**src/rtl/imhq_pkg.sv**
```systemverilog
`timescale 1ns / 1ps
// Shared constants and types of the indexed min-heap queue.
// No dependencies.
package imhq_pkg;

	localparam int VID_W = 8;
	localparam int NUM_VERTICES = 256;

	localparam logic [1:0] CMD_CLEAR    = 2'd0;
	localparam logic [1:0] CMD_LOAD     = 2'd1;
	localparam logic [1:0] CMD_EXTRACT  = 2'd2;
	localparam logic [1:0] CMD_DECREASE = 2'd3;

	localparam logic [1:0] ST_OK     = 2'd0;
	localparam logic [1:0] ST_EMPTY  = 2'd1;
	localparam logic [1:0] ST_FULL   = 2'd2;
	localparam logic [1:0] ST_ABSENT = 2'd3;

	typedef enum logic [2:0] {RA_ROOT, RA_LAST, RA_LEFT, RA_RIGHT, RA_PARENT} rd_sel_t;
	typedef enum logic [2:0] {WR_NEW, WR_KEY, WR_E, WR_CHILD, WR_RD} wr_sel_t;
	typedef enum logic [1:0] {E_HOLD, E_RD, E_IN} e_sel_t;
	typedef enum logic [2:0] {K_HOLD, K_ZERO, K_POS, K_CHILD, K_PARENT} k_sel_t;

	typedef struct packed {
		logic     capture;
		logic     clear_all;
		logic     load_new;
		logic     extract_root;
		rd_sel_t  rd_sel;
		logic     wr_en;
		wr_sel_t  wr_sel;
		e_sel_t   e_sel;
		k_sel_t   k_sel;
		logic     child_left;
		logic     child_right;
		logic     st_ld;
		logic [1:0] st_val;
		logic     out_load;
	} dp_cmd_t;

	typedef struct packed {
		logic [1:0] cmd;
		logic       present;
		logic       full;
		logic       empty;
		logic       count_one;
		logic       left_ok;
		logic       right_ok;
		logic       k_zero;
		logic       pos_ok;
		logic       down_go;
		logic       up_go;
		logic       out_free;
	} dp_stat_t;

endpackage

```
**src/rtl/imhq_ctrl.sv**
```systemverilog
`timescale 1ns / 1ps
// Command sequencer of the indexed min-heap queue.
// Depends on imhq_pkg.
module imhq_ctrl (
	input  logic               clk,
	input  logic               arst_n,
	input  logic               req_valid,
	output logic               req_ready,
	input  imhq_pkg::dp_stat_t stat,
	output imhq_pkg::dp_cmd_t  cmd
);
	import imhq_pkg::*;

	localparam logic [3:0] S_IDLE   = 4'd0;
	localparam logic [3:0] S_DECODE = 4'd1;
	localparam logic [3:0] S_LOADP  = 4'd2;
	localparam logic [3:0] S_EXR    = 4'd3;
	localparam logic [3:0] S_EXL    = 4'd4;
	localparam logic [3:0] S_DN_L   = 4'd5;
	localparam logic [3:0] S_DN_R   = 4'd6;
	localparam logic [3:0] S_DN_C   = 4'd7;
	localparam logic [3:0] S_DN_D   = 4'd8;
	localparam logic [3:0] S_DECP   = 4'd9;
	localparam logic [3:0] S_UP_A   = 4'd10;
	localparam logic [3:0] S_UP_B   = 4'd11;
	localparam logic [3:0] S_FINISH = 4'd12;

	logic [3:0] state_q, state_d;

	assign req_ready = (state_q == S_IDLE);

	always_comb begin
		state_d = state_q;
		cmd = '0;
		cmd.rd_sel = RA_ROOT;
		cmd.wr_sel = WR_E;
		cmd.e_sel = E_HOLD;
		cmd.k_sel = K_HOLD;
		cmd.st_val = ST_OK;
		unique case (state_q)
			S_IDLE: begin
				if (req_valid) begin
					cmd.capture = 1'b1;
					state_d = S_DECODE;
				end
			end
			S_DECODE: begin
				cmd.rd_sel = RA_ROOT;
				cmd.st_ld = 1'b1;
				unique case (stat.cmd)
					CMD_CLEAR: begin
						cmd.clear_all = 1'b1;
						state_d = S_FINISH;
					end
					CMD_LOAD: begin
						if (stat.present) begin
							state_d = S_LOADP;
						end else if (stat.full) begin
							cmd.st_val = ST_FULL;
							state_d = S_FINISH;
						end else begin
							cmd.load_new = 1'b1;
							cmd.wr_en = 1'b1;
							cmd.wr_sel = WR_NEW;
							state_d = S_FINISH;
						end
					end
					CMD_EXTRACT: begin
						if (stat.empty) begin
							cmd.st_val = ST_EMPTY;
							state_d = S_FINISH;
						end else begin
							state_d = S_EXR;
						end
					end
					default: begin
						if (!stat.present) begin
							cmd.st_val = ST_ABSENT;
							state_d = S_FINISH;
						end else begin
							state_d = S_DECP;
						end
					end
				endcase
			end
			S_LOADP: begin
				cmd.wr_en = 1'b1;
				cmd.wr_sel = WR_KEY;
				state_d = S_FINISH;
			end
			S_EXR: begin
				cmd.extract_root = 1'b1;
				cmd.rd_sel = RA_LAST;
				state_d = stat.count_one ? S_FINISH : S_EXL;
			end
			S_EXL: begin
				cmd.e_sel = E_RD;
				cmd.k_sel = K_ZERO;
				state_d = S_DN_L;
			end
			S_DN_L: begin
				cmd.rd_sel = RA_LEFT;
				if (!stat.left_ok) begin
					cmd.wr_en = 1'b1;
					cmd.wr_sel = WR_E;
					state_d = S_FINISH;
				end else begin
					state_d = S_DN_R;
				end
			end
			S_DN_R: begin
				cmd.child_left = 1'b1;
				cmd.rd_sel = RA_RIGHT;
				state_d = stat.right_ok ? S_DN_C : S_DN_D;
			end
			S_DN_C: begin
				cmd.child_right = 1'b1;
				state_d = S_DN_D;
			end
			S_DN_D: begin
				cmd.wr_en = 1'b1;
				if (stat.down_go) begin
					cmd.wr_sel = WR_CHILD;
					cmd.k_sel = K_CHILD;
					state_d = S_DN_L;
				end else begin
					cmd.wr_sel = WR_E;
					state_d = S_FINISH;
				end
			end
			S_DECP: begin
				if (stat.pos_ok) begin
					cmd.e_sel = E_IN;
					cmd.k_sel = K_POS;
					state_d = S_UP_A;
				end else begin
					state_d = S_FINISH;
				end
			end
			S_UP_A: begin
				cmd.rd_sel = RA_PARENT;
				if (stat.k_zero) begin
					cmd.wr_en = 1'b1;
					cmd.wr_sel = WR_E;
					state_d = S_FINISH;
				end else begin
					state_d = S_UP_B;
				end
			end
			S_UP_B: begin
				cmd.wr_en = 1'b1;
				if (stat.up_go) begin
					cmd.wr_sel = WR_RD;
					cmd.k_sel = K_PARENT;
					state_d = S_UP_A;
				end else begin
					cmd.wr_sel = WR_E;
					state_d = S_FINISH;
				end
			end
			S_FINISH: begin
				if (stat.out_free) begin
					cmd.out_load = 1'b1;
					state_d = S_IDLE;
				end
			end
			default: state_d = S_IDLE;
		endcase
	end

	always_ff @(posedge clk or negedge arst_n) begin
		if (!arst_n) begin
			state_q <= S_IDLE;
		end else begin
			state_q <= state_d;
		end
	end

endmodule

```
**config.mk**
```make
export PLATFORM = sky130hd
export DESIGN_NAME = imhq_ctrl
export DESIGN_NICKNAME = d
export VERILOG_FILES = /design/src/rtl/imhq_pkg.sv /design/src/rtl/imhq_ctrl.sv
export SDC_FILE = /design/constraint.sdc
export NUM_CORES = 1
export LEC_CHECK = 0
export BUFFER_PORTS_ARGS = -buffer_cell sky130_fd_sc_hd__buf_2
export CORE_UTILIZATION = 45
export DETAILED_ROUTE_END_ITERATION = 16
export GPL_TIMING_DRIVEN = 0
export MAX_ROUTING_LAYER = met4
export PLACE_DENSITY = 0.93
export REMOVE_ABC_BUFFERS = 1
export SLEW_MARGIN = 25
export SYNTH_ARGS = -nofsm -noshare
export SYNTH_HDL_FRONTEND = slang
export SYNTH_SLANG_ARGS = --single-unit
```
**constraint.sdc**
```tcl
create_clock -name clk -period 2.8 [get_ports clk]
set_input_delay 0.14 -clock clk [delete_from_list [all_inputs] [get_ports clk]]
set_output_delay 0.14 -clock clk [all_outputs]
set_load 0.1 [all_outputs]
```
==> metrics.md, run 1 <==
| Metric | Value |
|---|---|
| Max H-tree Level | 1 |
| Netlist cell types | 34 |
| Critical Path AT | 2.25 ns |
| Multi-input logic area | 471.7 sq um |
| Design Area, Final | 842.1 sq um |
| Iter 0 DRT Violations | 30 |
| CP Depth | 6 |
| Post-route antenna net violation count | 0 |
| Clock insertion delay at the later pin of the skew report | ~0.24 ns |
| Cts repair resizes | 0 |
| Sequential fraction of the synthesis area | 0.1569 |
| Antenna diodes | 0 |
| Largest net degree at the start of global routing | 27 |
| Number of setup buffers added after CTS | 0 |
| P&R area growth vs syn | 31.96% |
| Via count | 894 |
| Hold Path Class | input port to register |
| Vias in the first global route | 682 |
| Max reg flops | 4 |
| DP Area | 809.5 sq um |
| Cell count after synthesis | 100 |
| Hold WS | 0.1736 ns |
| CP Cell Sequence | nand2b_1, or2_4, inv_4, and2_4, a211o_1, buf_2 |
| Uppermost layer routed | met4 |
| DR pass1 iterations | 4 |
| Initial core utilization | 0.4843 |
| Max stage delay on crit path | 0.64 ns |
| Final Max Tran Viols | 0 |
| GP Congestion | 0.9651 |
| Die Ht | 39.66 um |
| Max-slew headroom | 0.5089 |
| Status | complete, no violations |
| Die Footprint | 1573 sq um |
| Fmax achieved | about 0.42 GHz |
| Setup violators final | 0 |
| Unrepaired setup endpoints after global routing | no |
| Critical Path Slowest Stage Cell | dfrtp_1 |
| Clk sinks | 4 |
| Synthesis Warnings | 0 |
| First-pass GRT wire length | between 2 and 3 mm |
| Average wire per standard cell | around 13 um |
| Worst path required time | between 2 and 3 ns |
| Post-synth EDFFs | 0 |
| Dpl hpwl | 1.374 mm |
| Worst Setup Start Kind | register |
| Maxcap violations | 0 |
| Async SR Flop Fraction | 1.000 |
| Drt drc | 0 |
| Synth top area share | 0.1569 |
| Final WL | 1.938 mm |
| TritonCTS buffer count | 3 |
| Post-layout net count | ~150 |
| Yosys reg bits | 4 |
| Final period util | 0.8536 |
| WP buf/inv | 2 |
| Standard-cell row count | 13 |
| Most frequent cells in the layout | buf_2, nor3_1, nor2_1 |
| Area of the mapped netlist | 638.1 sq um |
| Main flop type after synthesis | dfrtp_1 |
| Clock Path Buffers | 2 |
| Minimum clock period | about 2.4 ns |
| Core Region | roughly 1300 sq um |
| Die X-Extent | 39.66 um |
| Leading cell type in the layout, fill and taps excluded | buf_2 |
| Largest Register | state_q |
| Clock Tree Root | clkbuf_4 |
| Via/cell ratio | around 6 |
| Initial antenna violation count | 0 |
| Met2 wire length | 980 um |
| Fill cells | 120 |
| Tot GR Track Use | 0.2764 |
| Cell taking the most area after synthesis | dfrtp_1 |
| CTS tree | built |
| Share of cells above drive strength 1 | 0.3358 |
| Register area | 100.1 sq um |
| Setup crit end kind | output port |
| Met1 wire length | 779 um |
| Regs by FF count | state_q: 4 flops |
| Port Buffers | 38 |
| Setup Skew | slightly above 0.005 ns |
| Global route total overflow | 0 |
| Clock Pin Slew Worst Setup and Hold Paths | ~0.03 ns |
| Actual slew at the worst max-slew pin | roughly 0.74 ns |
| Hold path depth | 3 |
| Hold violation count in the final report | 0 |
| Met3 wire length | 155 um |
| CP max FO | 26 |
| Mean Syn Cell Area | approximately 6.4 sq um |
| Worst r2r path cells | 4 |
| Kind of critical path | register to output port |
| Io pins | 39 |
| CP top delay family | simple AND/OR/NAND/NOR gates |
| Top post-synthesis cells by area | dfrtp_1, nor3_1, nand2b_1 |
## worst paths after layout
check	start	to	slack, ns
max	state_q[1]$_DFFE_PN0P_	cmd[14]	0.41
min	req_valid	state_q[0]$_DFFE_PN0P_	0.17
max reg2reg	state_q[1]$_DFFE_PN0P_	state_q[2]$_DFFE_PN0P_	1.13
min reg2reg	state_q[3]$_DFFE_PN0P_	state_q[3]$_DFFE_PN0P_	0.79
max in group asynchronous	arst_n	state_q[1]$_DFFE_PN0P_	2.44
min in group asynchronous	arst_n	state_q[3]$_DFFE_PN0P_	0.23
## routing by layer
metal | global-route usage | vias up
li1 | - | 431
met1 | 0.3209 | 406
met2 | 0.4713 | 53
met3 | 0.03977 | 4
met4 | 0.1121 | 0
met5 | - | -
## logic make-up after synthesis
| kind of cell | count (synthesis) | synth area share |
|---|---|---|
| buf+inv | 15 | 0.1039 |
| compound gates | 28 | 0.2843 |
| mux | 1 | 0.01569 |
| flops | 4 | 0.1569 |
| simple gates | 52 | 0.4392 |
## synth_stat cells (3+ instances only)
cell and instances:
o21ai_0 5, buf_2 6, nor2_1 10, a21oi_1 7, o22ai_1 3, a31oi_1 3, nand3_1 4, nand2_1 5
nand2b_1 6, dfrtp_1 4, nor3_1 12, inv_1 6, nor2b_1 4
## cell type report
cell class / instances / share of cell area
inverter: 7 / 0.03418
tap: 15 / 0.02229
sequential: 4 / 0.1189
clock buffer: 3 / 0.02675
timing repair buffer: 39 / 0.2377
multi-input combinational: 81 / 0.5602
## repair_timing
action	in CTS	in global routing
endpoints found under the setup margin	0	0
hold endpoints to repair	4	0
hold buffers	1	0
## through the flow
stage	util	setup WS [ns]	std cells	setup TNS [ns]
global route	0.6391	0.3205	149	0
CTS	0.6391	0.4383	149	0
finish	0.6391	0.4100	149	0
global placement	0.6144	0.7173	145	0
detailed placement	0.6144	0.6909	145	0
floorplan	-	-1.215	92	-5.658
## worst reg2reg max path, stage by stage, from the launching register on
cell      delay [ns]
dfrtp_1         0.81
nand3b_1        0.27
o221ai_1        0.24
o21ai_0         0.14
o211ai_1        0.13
Power of run 1 is not shown: default switching activity piles up to over one toggle a cycle in this logic, so the estimate is an artifact.
==> inputs of run 2 (changes only) <==
--- a/config.mk
+++ b/config.mk
@@ -6,6 +6,7 @@
 export NUM_CORES = 1
 export LEC_CHECK = 0
 export BUFFER_PORTS_ARGS = -buffer_cell sky130_fd_sc_hd__buf_2
+export CORE_MARGIN = 5
 export CORE_UTILIZATION = 45
 export DETAILED_ROUTE_END_ITERATION = 16
 export GPL_TIMING_DRIVEN = 0
==> metrics.md, run 2 (synthesized netlist as in run 1, its figures left out) <==
| Metric | Value |
|---|---|
| TritonCTS buffer count | 3 (unchanged) |
| Initial antenna violation count | 0 (unchanged) |
| Clock insertion delay at the later pin of the skew report | 0.24 ns (about the same) |
| Most frequent cells in the layout | buf_2, nor3_1, nor2_1 |
| Tot GR Track Use | 0.1992 (-0.07723) |
| Hold violation count in the final report | 0 (unchanged) |
| Clock Pin Slew Worst Setup and Hold Paths | 0.04 ns (about the same) |
| Via/cell ratio | 6.034 (+0.56%) |
| DR pass1 iterations | 4 (unchanged) |
| Worst r2r path cells | 5 (+1) |
| Initial core utilization | 0.4843 (unchanged) |
| Setup Skew | 0.004877 ns (-0.0002791 ns) |
| Critical Path AT | 2.23 ns (-0.02 ns) |
| Minimum clock period | 2.375 ns (-0.01531 ns) |
| Dpl hpwl | 1.551 mm (+13%) |
| Share of cells above drive strength 1 | 0.3358 (unchanged) |
| Drt drc | 0 (unchanged) |
| Min-delay src | req_valid |
| Antenna diodes | 0 (unchanged) |
| Core Region | 1318 sq um (unchanged) |
| Final period util | 0.8481 (-0.005469) |
| Leading cell type in the layout, fill and taps excluded | buf_2 |
| Max H-tree Level | 1 (unchanged) |
| Layout Cells excl Fill | 149 (unchanged) |
| Clock Tree Root | clkbuf_4 |
| Cts repair resizes | 0 (unchanged) |
| Dpl cells | 145 (unchanged) |
| Post-route antenna net violation count | 0 (unchanged) |
| Die Ht | 47.66 um (+20%) |
| Number of setup buffers added after CTS | 0 (unchanged) |
| CP max FO | 21 (-19%) |
| Vias in the first global route | 774 (+13%) |
| Iter 0 DRT Violations | 25 (-17%) |
| Final Max Tran Viols | 0 (unchanged) |
| Setup violators final | 0 (unchanged) |
| Clock Path Buffers | 2 (unchanged) |
| Max reg flops | 4 (unchanged) |
| End of the worst register-to-register path | state_q[0]$_DFFE_PN0P_ |
| Global route total overflow | 0 (unchanged) |
| Kind of critical path | register to output port |
| Fill cells | 130 (+8.3%) |
| Largest net degree at the start of global routing | 27 (unchanged) |
| Critical R2R Launch | state_q[0]$_DFFE_PN0P_ |
| P&R area growth vs syn | 31.96% (unchanged) |
| Post-layout net count | 152 (unchanged) |
| Clk sinks | 4 (unchanged) |
| CTS tree | built |
| Io pins | 39 (unchanged) |
| Hold WS | 0.1778 ns (+0.004191 ns) |
| Reg2Reg Setup Slack | 1.15 ns (+0.02 ns) |
| Standard-cell row count | 13 (unchanged) |
| Largest Register | state_q |
| PnR worst setup slack | 0.4254 ns (+0.01531 ns) |
| Actual slew at the worst max-slew pin | 0.7083 ns (-0.02827 ns) |
| Setup crit end kind | output port |
| Max-slew headroom | 0.5278 (+0.01885) |
| Die Footprint | 2271 sq um (+44%) |
| Fmax achieved | 0.4211 GHz (+0.64%) |
| Status | complete, no violations |
| First-pass GRT wire length | 3.187 mm (+8.7%) |
| Worst path required time | 2.66 ns (about the same) |
| Average wire per standard cell | 13.94 um (+7.2%) |
| Regs by FF count | state_q: 4 flops |
| Final WL | 2.077 mm (+7.2%) |
| Die X-Extent | 47.66 um (+20%) |
| Worst Setup Start Kind | register |
| GP Congestion | 0.9386 (-2.7%) |
| Maxcap violations | 0 (unchanged) |
| Unrepaired setup endpoints after global routing | no |
| Hold Path Class | input port to register |
| Via count | 899 (+0.56%) |
| Hold path depth | 3 (unchanged) |
| Setup TNS Final | 0 ns (unchanged) |
| Post-Place Setup Slack | 0.6874 ns (-0.003474 ns) |
| WHS Endpoint | state_q[0]$_DFFE_PN0P_ |
| Port Buffers | 38 (unchanged) |
==> run 2: layout make-up <==
class                   count  area (sq um)  area share
well taps                  15         18.77     0.02229
clock buffers               3         22.52     0.02675
flip-flops and latches      4         100.1      0.1189
multi-input cells          81         471.7      0.5602
inverters                   7         28.78     0.03418
repair buffers             39         200.2      0.2377
==> run 2: routing by layer <==
metal  routed length [um]  global-route usage  vias up
met5                    0                   -        -
met4                   76              0.1022        0
met3                  167             0.02632       12
met2                 1047              0.3529       56
met1                  786              0.2138      399
li1                     -                   -      432
==> run 2: worst max-delay path, cell delays in order, from the launching register on <==
cell and delay (ns):
dfrtp_1 0.74, nand2b_1 0.22, or2_4 0.32, inv_4 0.07
and2_4 0.14, a211o_1 0.08, buf_2 0.42
==> run 2: what timing repair did <==
item	CTS	global route
hold endpoints to repair	4	0
hold buffers	1	0
endpoints found under the setup margin	0	0
==> run 2: worst max-delay path by stage <==
| stage | start | end | depth (start not counted) |
|---|---|---|---|
| final | state_q[0]$_DFFE_PN0P_ | cmd[14] | 6 |
| after floorplan | state_q[2]$_DFFE_PN0P_ | cmd[21] | 3 |
| after global placement | state_q[1]$_DFFE_PN0P_ | cmd[14] | 6 |
| after CTS | state_q[0]$_DFFE_PN0P_ | cmd[14] | 6 |
| after detailed placement | state_q[0]$_DFFE_PN0P_ | cmd[14] | 6 |
| after global routing | state_q[0]$_DFFE_PN0P_ | cmd[14] | 6 |
==> run 2: through the flow <==
stage / util / cell area, sq um
3_5_place_dp: 0.6144 / 809.5
2_1_floorplan: - / 600.6
5_1_grt: 0.6391 / 842.1
4_1_cts: 0.6391 / 842.1
6_report: 0.6391 / 842.1
3_3_place_gp: 0.6144 / 809.5
Power of run 2 is left out for the same reason.
